--- config.mk ---
export PLATFORM = sky130hd
export DESIGN_NAME = tar_header_checker_top_flat
export DESIGN_NICKNAME = d
export VERILOG_FILES = /design/src/rtl/thc_pkg.sv /design/src/rtl/thc_in_if.sv /design/src/rtl/thc_out_if.sv /design/src/rtl/thc_octal_field.sv /design/src/rtl/thc_header_core.sv /design/src/rtl/tar_header_checker_top.sv /design/src/flat_wrapper.sv
export SDC_FILE = /design/constraint.sdc
export NUM_CORES = 1
export LEC_CHECK = 0
export BUFFER_PORTS_ARGS = -buffer_cell sky130_fd_sc_hd__buf_2
export CORE_UTILIZATION = 43
export CTS_CLUSTER_SIZE = 20
export DETAILED_ROUTE_END_ITERATION = 7
export GPL_TIMING_DRIVEN = 1
export RECOVER_POWER = 50
export SYNTH_ARGS = -nofsm -noshare
export SYNTH_HDL_FRONTEND = slang
export SYNTH_SLANG_ARGS = --single-unit
--- constraint.sdc ---
create_clock -name i_clk -period 6.9 [get_ports i_clk]
set_clock_uncertainty 0.1 [all_clocks]
set_input_delay 0.345 -clock i_clk [delete_from_list [all_inputs] [get_ports i_clk]]
set_output_delay 0.345 -clock i_clk [all_outputs]
set_load 0.02 [all_outputs]
--- src/rtl/thc_pkg.sv ---
// Shared constants, types and helpers for the tar header checker.
package thc_pkg;

    localparam int BLOCK_BYTES = 512;
    localparam int OFF_W       = $clog2(BLOCK_BYTES);
    localparam int NUM_W       = 36;
    localparam int SUM_W       = 17;
    localparam int CHK_W       = 24;

    localparam logic [OFF_W-1:0] LAST_OFF  = OFF_W'(BLOCK_BYTES - 1);
    localparam logic [OFF_W-1:0] SIZE_OFF  = OFF_W'(124);
    localparam logic [OFF_W-1:0] SIZE_END  = OFF_W'(135);
    localparam logic [OFF_W-1:0] TIME_OFF  = OFF_W'(136);
    localparam logic [OFF_W-1:0] TIME_END  = OFF_W'(147);
    localparam logic [OFF_W-1:0] CHK_OFF   = OFF_W'(148);
    localparam logic [OFF_W-1:0] CHK_END   = OFF_W'(155);
    localparam logic [OFF_W-1:0] TYPE_OFF  = OFF_W'(156);
    localparam logic [OFF_W-1:0] MAGIC_OFF = OFF_W'(257);
    localparam logic [OFF_W-1:0] MAGIC_END = OFF_W'(262);

    localparam logic [7:0] CHK_FILL = 8'd32;

    typedef enum logic [1:0] {
        ST_OK          = 2'd0,
        ST_END_ARCHIVE = 2'd1,
        ST_BAD_MAGIC   = 2'd2,
        ST_CHECKSUM    = 2'd3
    } t_status;

    typedef struct packed {
        t_status           status;
        logic [7:0]        entry_type;
        logic [NUM_W-1:0]  file_size;
        logic [NUM_W-1:0]  modified_time;
    } t_result;

    // Expected byte of "ustar" and its terminating zero.
    function automatic logic [7:0] magic_byte(input logic [2:0] idx);
        logic [7:0] ch;
        case (idx)
            3'd0:    ch = 8'h75;
            3'd1:    ch = 8'h73;
            3'd2:    ch = 8'h74;
            3'd3:    ch = 8'h61;
            3'd4:    ch = 8'h72;
            default: ch = 8'h00;
        endcase
        return ch;
    endfunction

endpackage

--- src/rtl/thc_in_if.sv ---
// Header byte channel: valid/ready handshake with one byte of payload.
interface thc_in_if;
    logic       valid;
    logic       ready;
    logic [7:0] data_byte;

    modport source (output valid, output data_byte, input ready);
    modport sink   (input valid, input data_byte, output ready);
endinterface

--- src/rtl/thc_out_if.sv ---
// Result channel: valid/ready handshake with status and decoded fields.
interface thc_out_if;
    import thc_pkg::*;

    logic             valid;
    logic             ready;
    t_status          status;
    logic [7:0]       entry_type;
    logic [NUM_W-1:0] file_size;
    logic [NUM_W-1:0] modified_time;

    modport source (output valid, output status, output entry_type,
                    output file_size, output modified_time, input ready);
    modport sink   (input valid, input status, input entry_type,
                    input file_size, input modified_time, output ready);
endinterface

--- src/rtl/thc_octal_field.sv ---
// Octal field parser: skips leading whitespace, then reads digits until a non-digit.
module thc_octal_field (
    input  logic                     i_clk,
    input  logic                     i_rst_n,
    input  logic                     i_en,
    input  logic                     i_clear,
    input  logic [7:0]               i_byte,
    output logic [thc_pkg::NUM_W-1:0] o_value
);
    import thc_pkg::*;

    typedef enum logic [1:0] {
        PH_SKIP,
        PH_DIGITS,
        PH_DONE
    } t_phase;

    t_phase           r_phase, n_phase;
    logic [NUM_W-1:0] r_acc, n_acc;
    logic             is_digit, is_space;

    always_comb begin
        is_digit = i_byte inside {[8'h30:8'h37]};
        is_space = i_byte inside {8'h20, [8'h09:8'h0D]};
        n_phase  = r_phase;
        n_acc    = r_acc;
        if (i_clear) begin
            n_phase = PH_SKIP;
            n_acc   = '0;
        end else if (i_en) begin
            case (r_phase)
                PH_SKIP: begin
                    if (is_digit) begin
                        n_acc   = {{(NUM_W-3){1'b0}}, i_byte[2:0]};
                        n_phase = PH_DIGITS;
                    end else if (!is_space) begin
                        n_phase = PH_DONE;
                    end
                end
                PH_DIGITS: begin
                    if (is_digit) begin
                        n_acc = {r_acc[NUM_W-4:0], i_byte[2:0]};
                    end else begin
                        n_phase = PH_DONE;
                    end
                end
                default: n_phase = PH_DONE;
            endcase
        end
    end

    always_ff @(posedge i_clk) begin
        if (!i_rst_n) begin
            r_phase <= PH_SKIP;
            r_acc   <= '0;
        end else begin
            r_phase <= n_phase;
            r_acc   <= n_acc;
        end
    end

    assign o_value = r_acc;

endmodule

--- src/rtl/thc_header_core.sv ---
// Per-byte header state: offset, checksum sums, magic, type and octal fields.
module thc_header_core (
    input  logic               i_clk,
    input  logic               i_rst_n,
    input  logic               i_fire,
    input  logic [7:0]         i_byte,
    output logic               o_last,
    output thc_pkg::t_result   o_result
);
    import thc_pkg::*;

    logic [OFF_W-1:0] r_offset;
    logic [SUM_W-1:0] r_utot, n_utot;
    logic [SUM_W-1:0] r_stot, n_stot;
    logic             r_lead_zero;
    logic             r_magic_good;
    logic [7:0]       r_type;

    logic             in_size, in_time, in_chk, in_magic;
    logic [OFF_W-1:0] magic_idx;
    logic             clear;
    logic             sum_ok;
    logic [NUM_W-1:0] size_val, time_val, chk_val;
    t_status          status;

    assign o_last   = (r_offset == LAST_OFF);
    assign clear    = i_fire && o_last;
    assign in_size  = r_offset inside {[SIZE_OFF:SIZE_END]};
    assign in_time  = r_offset inside {[TIME_OFF:TIME_END]};
    assign in_chk   = r_offset inside {[CHK_OFF:CHK_END]};
    assign in_magic = r_offset inside {[MAGIC_OFF:MAGIC_END]};
    assign magic_idx = r_offset - MAGIC_OFF;

    // Checksum bytes count as spaces in both sums.
    always_comb begin
        if (in_chk) begin
            n_utot = r_utot + {{(SUM_W-8){1'b0}}, CHK_FILL};
            n_stot = r_stot + {{(SUM_W-8){1'b0}}, CHK_FILL};
        end else begin
            n_utot = r_utot + {{(SUM_W-8){1'b0}}, i_byte};
            n_stot = r_stot + {{(SUM_W-8){i_byte[7]}}, i_byte};
        end
    end

    always_ff @(posedge i_clk) begin
        if (!i_rst_n || clear) begin
            r_offset     <= '0;
            r_utot       <= '0;
            r_stot       <= '0;
            r_lead_zero  <= 1'b0;
            r_magic_good <= 1'b1;
            r_type       <= '0;
        end else if (i_fire) begin
            r_offset <= r_offset + 1'b1;
            r_utot   <= n_utot;
            r_stot   <= n_stot;
            if (r_offset == '0) begin
                r_lead_zero <= (i_byte == 8'h00);
            end
            if (r_offset == TYPE_OFF) begin
                r_type <= i_byte;
            end
            if (in_magic && (i_byte != magic_byte(magic_idx[2:0]))) begin
                r_magic_good <= 1'b0;
            end
        end
    end

    thc_octal_field u_size (
        .i_clk   (i_clk),
        .i_rst_n (i_rst_n),
        .i_en    (i_fire && in_size),
        .i_clear (clear),
        .i_byte  (i_byte),
        .o_value (size_val)
    );

    thc_octal_field u_time (
        .i_clk   (i_clk),
        .i_rst_n (i_rst_n),
        .i_en    (i_fire && in_time),
        .i_clear (clear),
        .i_byte  (i_byte),
        .o_value (time_val)
    );

    thc_octal_field u_chk (
        .i_clk   (i_clk),
        .i_rst_n (i_rst_n),
        .i_en    (i_fire && in_chk),
        .i_clear (clear),
        .i_byte  (i_byte),
        .o_value (chk_val)
    );

    // The stored checksum has at most eight digits, so its upper bits stay zero.
    always_comb begin
        sum_ok = (chk_val[CHK_W-1:0] == {{(CHK_W-SUM_W){1'b0}}, n_utot}) ||
                 (!n_stot[SUM_W-1] &&
                  (chk_val[CHK_W-1:0] == {{(CHK_W-SUM_W){1'b0}}, n_stot}));
        if (r_lead_zero) begin
            status = ST_END_ARCHIVE;
        end else if (!r_magic_good) begin
            status = ST_BAD_MAGIC;
        end else if (!sum_ok) begin
            status = ST_CHECKSUM;
        end else begin
            status = ST_OK;
        end
        o_result.status = status;
        if (status == ST_OK) begin
            o_result.entry_type    = r_type;
            o_result.file_size     = size_val;
            o_result.modified_time = time_val;
        end else begin
            o_result.entry_type    = '0;
            o_result.file_size     = '0;
            o_result.modified_time = '0;
        end
    end

endmodule

--- src/rtl/tar_header_checker_top.sv ---
// Top level: input register, header core and result register.
// A result is registered when byte 511 advances from the input register, which needs a free result register.
// Throughput: one header byte per cycle unless a held result stalls byte 511; one result
// per 512 bytes, with sums and field parsers updated between the two registers.
// A stalled result stalls input only when byte 511 waits in the input register.
// Reset is synchronous, active low: offset, sums, flags and parsers return to start.
module tar_header_checker_top (
    input  logic        i_clk,
    input  logic        i_rst_n,
    thc_in_if.sink      i_hdr,
    thc_out_if.source   o_res
);
    import thc_pkg::*;

    logic       r_in_valid;
    logic [7:0] r_in_byte;
    logic       r_out_valid;
    t_result    r_out_res;

    logic       core_last;
    t_result    core_res;
    logic       advance;

    // Byte 511 needs a free result register; every other byte moves on at once.
    assign advance     = r_in_valid && (!core_last || !r_out_valid || o_res.ready);
    assign i_hdr.ready = !r_in_valid || advance;

    always_ff @(posedge i_clk) begin
        if (!i_rst_n) begin
            r_in_valid <= 1'b0;
        end else if (i_hdr.ready) begin
            r_in_valid <= i_hdr.valid;
        end
        if (i_hdr.valid && i_hdr.ready) begin
            r_in_byte <= i_hdr.data_byte;
        end
    end

    thc_header_core u_core (
        .i_clk    (i_clk),
        .i_rst_n  (i_rst_n),
        .i_fire   (advance),
        .i_byte   (r_in_byte),
        .o_last   (core_last),
        .o_result (core_res)
    );

    always_ff @(posedge i_clk) begin
        if (!i_rst_n) begin
            r_out_valid <= 1'b0;
        end else if (advance && core_last) begin
            r_out_valid <= 1'b1;
        end else if (o_res.ready) begin
            r_out_valid <= 1'b0;
        end
        if (advance && core_last) begin
            r_out_res <= core_res;
        end
    end

    assign o_res.valid         = r_out_valid;
    assign o_res.status        = r_out_res.status;
    assign o_res.entry_type    = r_out_res.entry_type;
    assign o_res.file_size     = r_out_res.file_size;
    assign o_res.modified_time = r_out_res.modified_time;

`ifndef SYNTHESIS
    a_no_overwrite: assert property (@(posedge i_clk) disable iff (!i_rst_n)
        (advance && core_last) |-> (!r_out_valid || o_res.ready))
        else $error("result register overwritten while held");

    a_result_source: assert property (@(posedge i_clk) disable iff (!i_rst_n)
        $rose(r_out_valid) |-> $past(advance && core_last))
        else $error("result appeared without a final header byte");

    a_clean_fields: assert property (@(posedge i_clk) disable iff (!i_rst_n)
        (r_out_valid && (r_out_res.status != ST_OK)) |->
        (r_out_res.entry_type == '0 && r_out_res.file_size == '0 &&
         r_out_res.modified_time == '0))
        else $error("non-ok result carries field data");

    a_take_request: assert property (@(posedge i_clk) disable iff (!i_rst_n)
        (i_hdr.valid && i_hdr.ready) |=> r_in_valid)
        else $error("accepted request lost from input register");
`endif

endmodule
--- src/flat_wrapper.sv ---
// flat-port wrapper written by rule: the top's interface ports become plain ports
module tar_header_checker_top_flat import thc_pkg::*;
  (i_clk, i_rst_n, i_hdr_valid, i_hdr_data_byte, i_hdr_ready, o_res_valid, o_res_status, o_res_entry_type, o_res_file_size, o_res_modified_time, o_res_ready);
  thc_in_if i_hdr_i ();
  thc_out_if o_res_i ();
  input  logic i_clk;
  input  logic i_rst_n;
  input wire logic [$bits(i_hdr_i.valid)-1:0] i_hdr_valid;
  input wire logic [$bits(i_hdr_i.data_byte)-1:0] i_hdr_data_byte;
  output wire logic [$bits(i_hdr_i.ready)-1:0] i_hdr_ready;
  output wire logic [$bits(o_res_i.valid)-1:0] o_res_valid;
  output wire logic [$bits(o_res_i.status)-1:0] o_res_status;
  output wire logic [$bits(o_res_i.entry_type)-1:0] o_res_entry_type;
  output wire logic [$bits(o_res_i.file_size)-1:0] o_res_file_size;
  output wire logic [$bits(o_res_i.modified_time)-1:0] o_res_modified_time;
  input wire logic [$bits(o_res_i.ready)-1:0] o_res_ready;
  assign i_hdr_i.valid = i_hdr_valid;
  assign i_hdr_i.data_byte = i_hdr_data_byte;
  assign i_hdr_ready = i_hdr_i.ready;
  assign o_res_valid = o_res_i.valid;
  assign o_res_status = o_res_i.status;
  assign o_res_entry_type = o_res_i.entry_type;
  assign o_res_file_size = o_res_i.file_size;
  assign o_res_modified_time = o_res_i.modified_time;
  assign o_res_i.ready = o_res_ready;
  tar_header_checker_top u_core (.i_clk(i_clk), .i_rst_n(i_rst_n), .i_hdr(i_hdr_i), .o_res(o_res_i));
endmodule
## Word-level counts from Yosys, hierarchy flattened

Cells that the tools add are included.

- Bits in registers: 247
- Input port bits: 12
- Logic and storage cells: 132

- Add/subtract/negate cells: 6
- $lt $le $gt $ge: 12
- Eq/ne operators: 25
- Mux-type cells: 23
- Bitwise logic cells: 1
- Reduce and logical (&&, ||, !) cells: 46

Operators by type and width:

| cell | number |
|---|---|
| $pmux 36 s2 | 2 |
| $mux 36 | 3 |
| $eq 24x17->1 | 2 |
| $pmux 24 s2 | 1 |
| $pmux 7 s5 | 1 |
| $add 17x6->17 const B | 2 |
| $mux 17 | 2 |
| $le 9x8->1 const B | 3 |
| $mux 24 | 1 |
| $ge 9x8->1 const B | 2 |
| $add 17x17->17 | 1 |
| $add 17x8->17 | 1 |
| $mux 8 | 2 |
| $logic_and 1x1->1 | 14 |
| $mux 2 | 6 |
| $ne 2x1->1 const B | 6 |
| $pmux 2 s2 | 3 |
| $reduce_and 4->1 | 3 |
| $reduce_bool 2->1 | 5 |
| $add 9x1->9 const B | 1 |
| $eq 9x8->1 const B | 1 |
| $eq 9x9->1 const B | 1 |
| $ge 9x7->1 const B | 1 |
| $ge 9x9->1 const B | 1 |
| other kinds (25) | 48 |

## Depth between registers and ports, before layout

Gate-level depths: netlist (run 1).

- Depth after elaboration: 11
- Gate-level depth with buffers: 15

## Hierarchy

A second synthesis (run 1) with hierarchy kept.

- Cell total of the unflattened synthesis: 1697
- Area total of the unflattened synthesis: 15093.2 µm²

Modules (own cells, without submodules):

| module | instances | cells each | area each (µm²) | sequential area each (µm²) |
|---|---|---|---|---|
| thc_header_core | 1 | 908 | 6717.7 | 1061.0 |
| thc_octal_field | 3 | 229 | 1851.8 | 760.7 |
| tar_header_checker_top | 1 | 102 | 2820.2 | 2742.6 |

## Worst setup path before layout (run 1)

OpenSTA, ideal clock, no wires.

- Path type: register -> register
- Start point: reg u_core.u_core.r_offset[2]
- End point: reg u_core.u_core.r_stot[8]
- Setup time: 132 ps
- Arrival time: 4149 ps
- Required time: 6668 ps
- Slack: 2519 ps
- Stages on the path, launching flop included: 11
- Buffers on the path: 3
- Path through: dfxtp_1 > clkbuf_1 > and3_1 > nand3_1 > nor2_1 > ha_1 > and3_1 > nand2b_1 > clkbuf_1 > clkbuf_1 > nor3_1

- Longest elaborated chain between the ends: 7

Ends and longest elaborated chain:

| what | RTL line | source |
|---|---|---|
| start, declared | thc_header_core.sv:12 | `logic [OFF_W-1:0] r_offset;` |
| start signal, assigned | thc_header_core.sv:54 | `r_offset <= r_offset + 1'b1;` |
| $eq 9x9->1 * | thc_header_core.sv:26 | `assign o_last = (r_offset == LAST_OFF);` |
| $logic_not 1->1 | tar_header_checker_top.sv:25 | `assign advance = r_in_valid && (!core_last \|\| !r_out_valid \|\| o_res.ready);` |
| $logic_or 1x1->1 (2 in a row) | tar_header_checker_top.sv:25 |  |
| $logic_and 1x1->1 | tar_header_checker_top.sv:25 |  |
| $logic_and 1x1->1 * | thc_header_core.sv:27 | `assign clear = i_fire && o_last;` |
| via u_core.u_core.clear | thc_header_core.sv:21 | `logic clear;` |
| $logic_or 1x1->1 * | thc_header_core.sv:46 | `if (!i_rst_n \|\| clear) begin` |
| end signal, assigned | thc_header_core.sv:56 | `r_stot <= n_stot;` |
| end, declared | thc_header_core.sv:14 | `logic [SUM_W-1:0] r_stot, n_stot;` |

The timed path passes the listed nets; every way through them passes the cells marked *.
A chain may end at the register's enable or synchronous reset.

## Final worst setup path (run 1)

- Start point: reg u_core.u_core.r_offset[0]
- End point: reg u_core.u_core.u_size.r_phase[1]

- Longest elaborated chain between the ends: 7

Ends and longest elaborated chain:

| what | RTL line | source |
|---|---|---|
| $eq 9x9->1 * | thc_header_core.sv:26 |  |
| $logic_not 1->1 | tar_header_checker_top.sv:25 |  |
| $logic_or 1x1->1 (2 in a row) | tar_header_checker_top.sv:25 |  |
| $logic_and 1x1->1 | tar_header_checker_top.sv:25 |  |
| $logic_and 1x1->1 * | thc_header_core.sv:27 |  |
| via u_core.u_core.clear | thc_header_core.sv:21 |  |
| $reduce_or 2->1 (no line) * | n/a |  |
| end signal, assigned | thc_octal_field.sv:57 | `r_phase <= n_phase;` |
| end, declared | thc_octal_field.sv:18 | `t_phase r_phase, n_phase;` |

Marked as above.

==> results.py, run 1 <==
metrics = {
    "run_status": {
        "outcome": "complete, but fails checks",
        "violations": "max-capacitance violations, max-slew violations",
    },
    "logic_synthesis": {
        "synth-seq-cells": 247,
        "synth_most_common_cell": "nand2_1",
        "synth_top_cells_by_area": "dfxtp_1 26%, edfxtp_1 22%, a21oi_1 6.3%",
        "yosysWarnings": 0,
        "yosysUniqueCellTypes": 66,
        "synthesis.nets": 1394,
        "netlist.top_cell.by_area": "dfxtp_1",
        "synth-async-reset-ratio_pct": 0,
        "synth_area_per_cell_um2": 9.064,
        "ys_seq_area_share_pct": 47.95,
        "synth-main-ff-cell": "dfxtp_1",
        "synth_top_area_share_pct": 25.78,
        "netlist_instances": 1345,
        "synth_edf_count": 90,
        "syn_area_um2": 12190,
        "yosys-top-cells-count": "165 x nand2_1, 157 x dfxtp_1, 154 x a21oi_1, 115 x nand3_1, 90 x edfxtp_1",
    },
    "sta": {
        "final_hold_viol_count": 0,
        "fin_ws_ps": 1955,
        "fin_tns_setup_ps": 0,
        "slew_headroom_pct": -31.70,
        "rsz0062_at_grt": "no",
        "fin_crit_sh_pct": 71.66,
        "worst_slew_pin_slew_ps": 1976,
        "finalSetupViolations": 0,
        "fmax_ghz": 0.2022,
        "period_needed_ps": 4945,
        "drv_slew": 93,
    },
    "cells_and_area": {
        "fillers": 2700,
        "syn_to_final_growth_pct": 12.51,
        "seqCellArea_um2": 5846,
        "multiInputGateArea_um2": 5877,
        "antenna_cells": 0,
        "drive_above_1_share_pct": 5.461,
        "nets": 1438,
    },
    "floorplanning": {
        "start_util_pct": 43.76,
        "core-area_um2": 27860,
        "die_h_um": 170.4,
        "io_pins": 96,
        "num_rows": 61,
        "die_x_um": 170.4,
        "die-area_um2": 29030,
    },
    "detailed_routing": {
        "postRouteAntennaNets": 0,
        "drc": 0,
        "wire_per_inst_um": 16.58,
        "vias_per_cell": 5.491,
        "drt-initial-drc-count": 792,
        "wl_um": 29650,
        "drt-pass1-iter-count": 5,
        "vias": 9818,
    },
    "grt": {
        "track_usage_pct": 20.48,
        "grt_pass1_vias": 9181,
        "grt.overflow.total": 0,
        "grt_pass1_wl_um": 48180,
        "grt_max_degree": 93,
        "antenna_found_initial": 0,
    },
    "worst_setup_path": {
        "worst_setup_path_end_kind": "flip-flop",
        "critPathRequiredTime_ps": 7210,
        "cp-start-kind": "flip-flop",
        "crit_type": "reg -> reg",
        "timing.critical_path.arrival_ps": 5250,
        "path_max_fanout": 92,
    },
    "place": {
        "detailedPlace.worstSlack_ps": 2335,
        "post-dp-hpwl_um": 18600,
        "routabilityCongestion": 0.9049,
        "port_buffers": 95,
    },
    "power": {
        "peakVddDrop_uv": 177.5,
        "powerDensity_nw_per_um2": 237.3,
        "p_leak_nw": 5.136,
    },
    "clock_network": {
        "cts.root.buffer_cell": "clkbuf_16",
        "htree_levels": 1,
        "cts.clk_slew.worst_paths_ps": 60,
        "cts_tree": "done",
        "clock_path_buffers": 3,
        "clock-sinks": 247,
        "cts_inserted_buffers": 27,
        "insertion_delay_ps": 550,
    },
    "run": {
        "drv_cap": 1,
    },
    "hold_path": {
        "min_path_type": "in -> reg",
    },
}
## path summary, 6_finish.rpt
path | start | to | slack (ps) | depth (start not counted)
max | u_core.u_core.r_offset[0] | u_core.u_core.u_size.r_phase[1] | 1960 | 8
min | o_res_ready | u_core.r_in_valid | 50 | 4
max reg2reg | u_core.u_core.r_offset[0] | u_core.u_core.u_size.r_phase[1] | 1960 | 8
min reg2reg | u_core.u_core.u_size.o_value[33] | u_core.u_core.u_size.o_value[33] | 350 | 2
## cell families after synthesis
| group | Yosys count | share of synthesized area, % |
|---|---|---|
| AND/OR/NAND/NOR | 543 | 21.83 |
| AO/OA/AOI/OAI | 275 | 13.68 |
| flip-flops | 247 | 47.95 |
| buffers and inverters | 130 | 4.136 |
| XOR/XNOR | 92 | 6.733 |
| adder cells (fa/ha/maj) | 37 | 3.921 |
| multiplexers | 21 | 1.745 |
## flip-flops by register name, summed over array words and instances, names as in the netlist, 8 cells and up
| name | count |
|---|---|
| u_core.u_core.u_time.o_value | 36 |
| u_core.u_core.u_size.o_value | 36 |
| u_core.o_res.file_size | 36 |
| u_core.u_core.r_type | 8 |
| u_core.r_in_byte | 8 |
| u_core.u_core.r_offset | 9 |
| u_core.u_core.r_utot | 17 |
| u_core.u_core.u_chk.o_value | 24 |
| u_core.u_core.r_stot | 17 |
| u_core.o_res.entry_type | 8 |
| u_core.o_res.modified_time | 36 |
## cells in the final DEF (no fill, tap or decap), types with 9 or more instances in the layout
cell,instances
nor2_1,75
inv_1,26
nand2b_1,10
o21ai_0,33
and3_1,87
buf_4,14
xor2_1,28
mux2i_1,19
ha_1,35
nor3_1,24
edfxtp_1,90
dfxtp_1,157
clkbuf_1,101
clkbuf_16,27
nand2_1,165
xnor2_1,63
a21oi_1,154
nand4_1,11
dlygate4sd3_1,10
a21o_1,9
nand3_1,115
## stage by stage
stage	std cells	hold WS (ps)	instance area, µm²	utilization, %	power, W
after global routing	1788	71.80	13720	49.23	0.003380
after detailed placement	1728	341.6	12880	46.23	0.001889
after global placement	1728	338.3	12880	46.23	0.001886
after floorplan	1345	326.3	12190	-	0.001815
after CTS	1788	27.74	13830	49.64	0.003291
final	1788	49.89	13720	49.23	0.003255
## per-layer routing
layer | GRT usage (%) | wire length, µm
met1 | 27.57 | 13660
met3 | 2.744 | 1319
met2 | 34.16 | 14030
met4 | 5.993 | 634
met5 | 0 | 0
## report_power, final
part | internal, W | switching [W] | total, W
Combinational | 0.000132 | 0.000183 | 0.000315
Sequential | 0.00152 | 0.0000359 | 0.00155
Clock | 0.000811 | 0.000576 | 0.00139
## cell type report
cell class,instances,area share [%]
well taps,378,3.448
multi-input cells,968,42.85
repair buffers,119,4.169
inverters,26,0.7115
clock inverters,5,0.4926
flip-flops and latches,247,42.62
clock buffers,45,5.711
## timing repair
| item | CTS | global route |
|---|---|---|
| setup buffers | 0 | 0 |
| gates resized for setup | 0 | 0 |
| hold buffers | 10 | 0 |
| endpoints found under the hold margin | 10 | 0 |
## critical path, stage by stage, from the launching register on
cell and delay (ps):
dfxtp_1 490, ha_1 360, nand2_1 110, nor2_1 110
ha_1 220, and3_4 880, nand2b_2 1610, buf_4 750
nor2_1 110
Power figures use the tool's default switching activity.
==> run 2, diff against run 1 <==
Clock period 6.9 ns to 5.1 ns, I/O delays scaled along.
==> run 2 against run 1 <==
Net effect: die area is the same; fmax grew 13%; sequential cell count is the same; the flow still finishes with violations (max-capacitance violations, max-slew violations); worst setup slack lost 1200 ps; first-iteration DRC count shrank 17%; power grew 38%; routed wire length shrank 0.24%; sequential share of layout area shrank 0.30 points; global-route usage shrank 0.17 points; via count shrank 0.20%; combinational power grew 35%.
==> results.py, run 2 (same netlist as run 1, synthesis figures left out) <==
metrics = {
    "run_status": {
        "outcome": "complete, but fails checks",
        "violations": "max-capacitance violations, max-slew violations",
    },
    "power": {
        "swShare_pct": 24.18,
        "power_frac_clock_pct": 43.6,
        "peakVddDrop_uv": 247.1,
        "comb_power_share_pct": 9.5,
        "p_seq_share_pct": 46.9,
        "p_int_w": 0.003396,
        "p_leak_nw": 5.202,
        "power.switching_w": 0.001083,
        "powerDensity_nw_per_um2": 324.3,
    },
    "floorplanning": {
        "start_util_pct": 43.76,
        "core-area_um2": 27860,
        "io_pins": 96,
        "die-area_um2": 29030,
        "die_h_um": 170.4,
        "die_x_um": 170.4,
        "num_rows": 61,
    },
    "cells_and_area": {
        "utilization_pct": 49.58,
        "layout_commonest_cell": "nand2_1",
        "drive_above_1_share_pct": 6.153,
        "fillers": 2634,
        "final_cell_mix": "165 x nand2_1, 157 x dfxtp_1, 154 x a21oi_1, 115 x nand3_1, 90 x edfxtp_1",
        "syn_to_final_growth_pct": 13.30,
        "antenna_cells": 0,
        "nets": 1442,
    },
    "grt": {
        "grt_pass1_vias": 9098,
        "grt_pass1_wl_um": 47910,
        "antenna_found_initial": 0,
        "track_usage_pct": 20.31,
        "grt.overflow.total": 0,
        "grt_max_degree": 84,
    },
    "sta": {
        "final_hold_viol_count": 0,
        "worst_slew_pin_slew_ps": 2068,
        "fin_crit_sh_pct": 86.04,
        "hold_slack_ps": 329.8,
        "fmax_ghz": 0.2279,
        "slew_headroom_pct": -37.89,
        "drv_slew": 158,
        "rsz0062_at_grt": "no",
        "finalSetupViolations": 0,
        "fin_tns_setup_ps": 0,
        "period_needed_ps": 4388,
    },
    "detailed_routing": {
        "vias_per_cell": 5.468,
        "drt-pass1-iter-count": 5,
        "drt-initial-drc-count": 655,
        "wire_per_inst_um": 16.50,
        "postRouteAntennaNets": 0,
        "drc": 0,
        "wl_um": 29570,
        "vias": 9798,
    },
    "worst_setup_path": {
        "worst_setup_path_end_kind": "flip-flop",
        "cp_slowest_cell": "or4b_2",
        "critPathRequiredTime_ps": 5290,
        "critical-path-top-delay-family": "simple AND/OR/NAND/NOR gates",
        "cp-start-kind": "flip-flop",
        "crit_type": "reg -> reg",
        "slowest_delay_ps": 700,
        "timing.critical_path.arrival_ps": 4570,
        "crit_chain": "inv_1 > ha_1 > and4_1 > a211o_1 > or2_1 > mux2i_1 > or4b_2 > a21oi_1 > nand4_1 > o32ai_4 > buf_12 > a21oi_1",
        "worst-path-buf-inv": 2,
        "path_max_fanout": 82,
        "path_common_cell": "a21oi_1",
    },
    "clock_network": {
        "htree_levels": 1,
        "clock_path_buffers": 3,
        "clock-sinks": 247,
        "cts_inserted_buffers": 27,
        "cts_tree": "done",
        "cts.root.buffer_cell": "clkbuf_16",
        "insertion_delay_ps": 550,
        "cts.clk_slew.worst_paths_ps": 60,
    },
    "hold_path": {
        "min_path_type": "in -> reg",
    },
    "place": {
        "post-dp-hpwl_um": 18780,
        "routabilityCongestion": 0.9034,
        "port_buffers": 95,
    },
    "run": {
        "drv_cap": 2,
    },
}
==> run 2: cell count changes in the layout (fill, tap and decap cells not counted), sizes merged <==
cell         change
clkinvlp         +1
bufinv           +1
dlygate4sd3      +2
clkbuf           -9
clkinv           +6
buf              +3
==> run 2: worst reg2reg max path, delay by kind of cell (launching register included) <==
family | cells | cell delay [ps]
buf+inv | 2 | 460
fa+ha+maj | 1 | 230
mux | 1 | 300
flops | 1 | 590
compound gates | 4 | 840
simple gates | 4 | 1610
==> run 2: routing by layer <==
layer | GRT usage [%] | part of all wire, %
met1 | 27.80 | 47
met2 | 33.00 | 46
met3 | 3.023 | 4.6
met4 | 6.110 | 2.5
met5 | 0 | 0
==> run 2: layout make-up <==
class | instances | area, µm² | share of cell area [%]
inverters | 26 | 97.59 | 0.7066
clock inverters | 13 | 131.4 | 0.9512
clock buffers | 37 | 773.2 | 5.598
repair buffers | 123 | 619.3 | 4.484
flip-flops and latches | 247 | 5846 | 42.32
well taps | 378 | 473.0 | 3.424
multi-input cells | 968 | 5872 | 42.51
==> run 2: final timing paths <==
check | startpoint | depth (start not counted) | end | slack (ps)
worst min-delay path | i_hdr_data_byte[5] | 2 | u_core.r_in_byte[5] | 330
worst max-delay path | u_core.u_core.r_offset[2] | 12 | u_core.o_res.status[1] | 710
worst min register to register | u_core.u_core.u_size.o_value[35] | 2 | u_core.u_core.u_size.o_value[35] | 350
worst max register to register | u_core.u_core.r_offset[2] | 12 | u_core.o_res.status[1] | 710
==> run 2: power groups by stage <==
stage / sequential (W) / combinational, W / clock [W]
after floorplan: 0.00212 / 0.000336 / 0
after global placement: 0.00214 / 0.000409 / 0
after detailed placement: 0.00214 / 0.000413 / 0
after CTS: 0.00210 / 0.000423 / 0.00200
after global routing: 0.00211 / 0.000472 / 0.00208
final: 0.00210 / 0.000424 / 0.00195
==> run 2: what timing repair did <==
item | CTS | global route
gates resized for setup | 0 | 0
hold buffers | 12 | 0
hold endpoints to repair | 10 | 0
buffers inserted | 0 | 0
==> run 2: through the flow <==
step | worst slack (ps) | cell area [µm²] | power [W] | instances
after global routing | 519.8 | 13810 | 0.004656 | 1792
after CTS | 784.9 | 13940 | 0.004528 | 1792
after floorplan | 719.3 | 12190 | 0.002455 | 1345
after detailed placement | 803.8 | 12920 | 0.002556 | 1730
after global placement | 948.3 | 12920 | 0.002551 | 1730
final | 712.0 | 13810 | 0.004479 | 1792
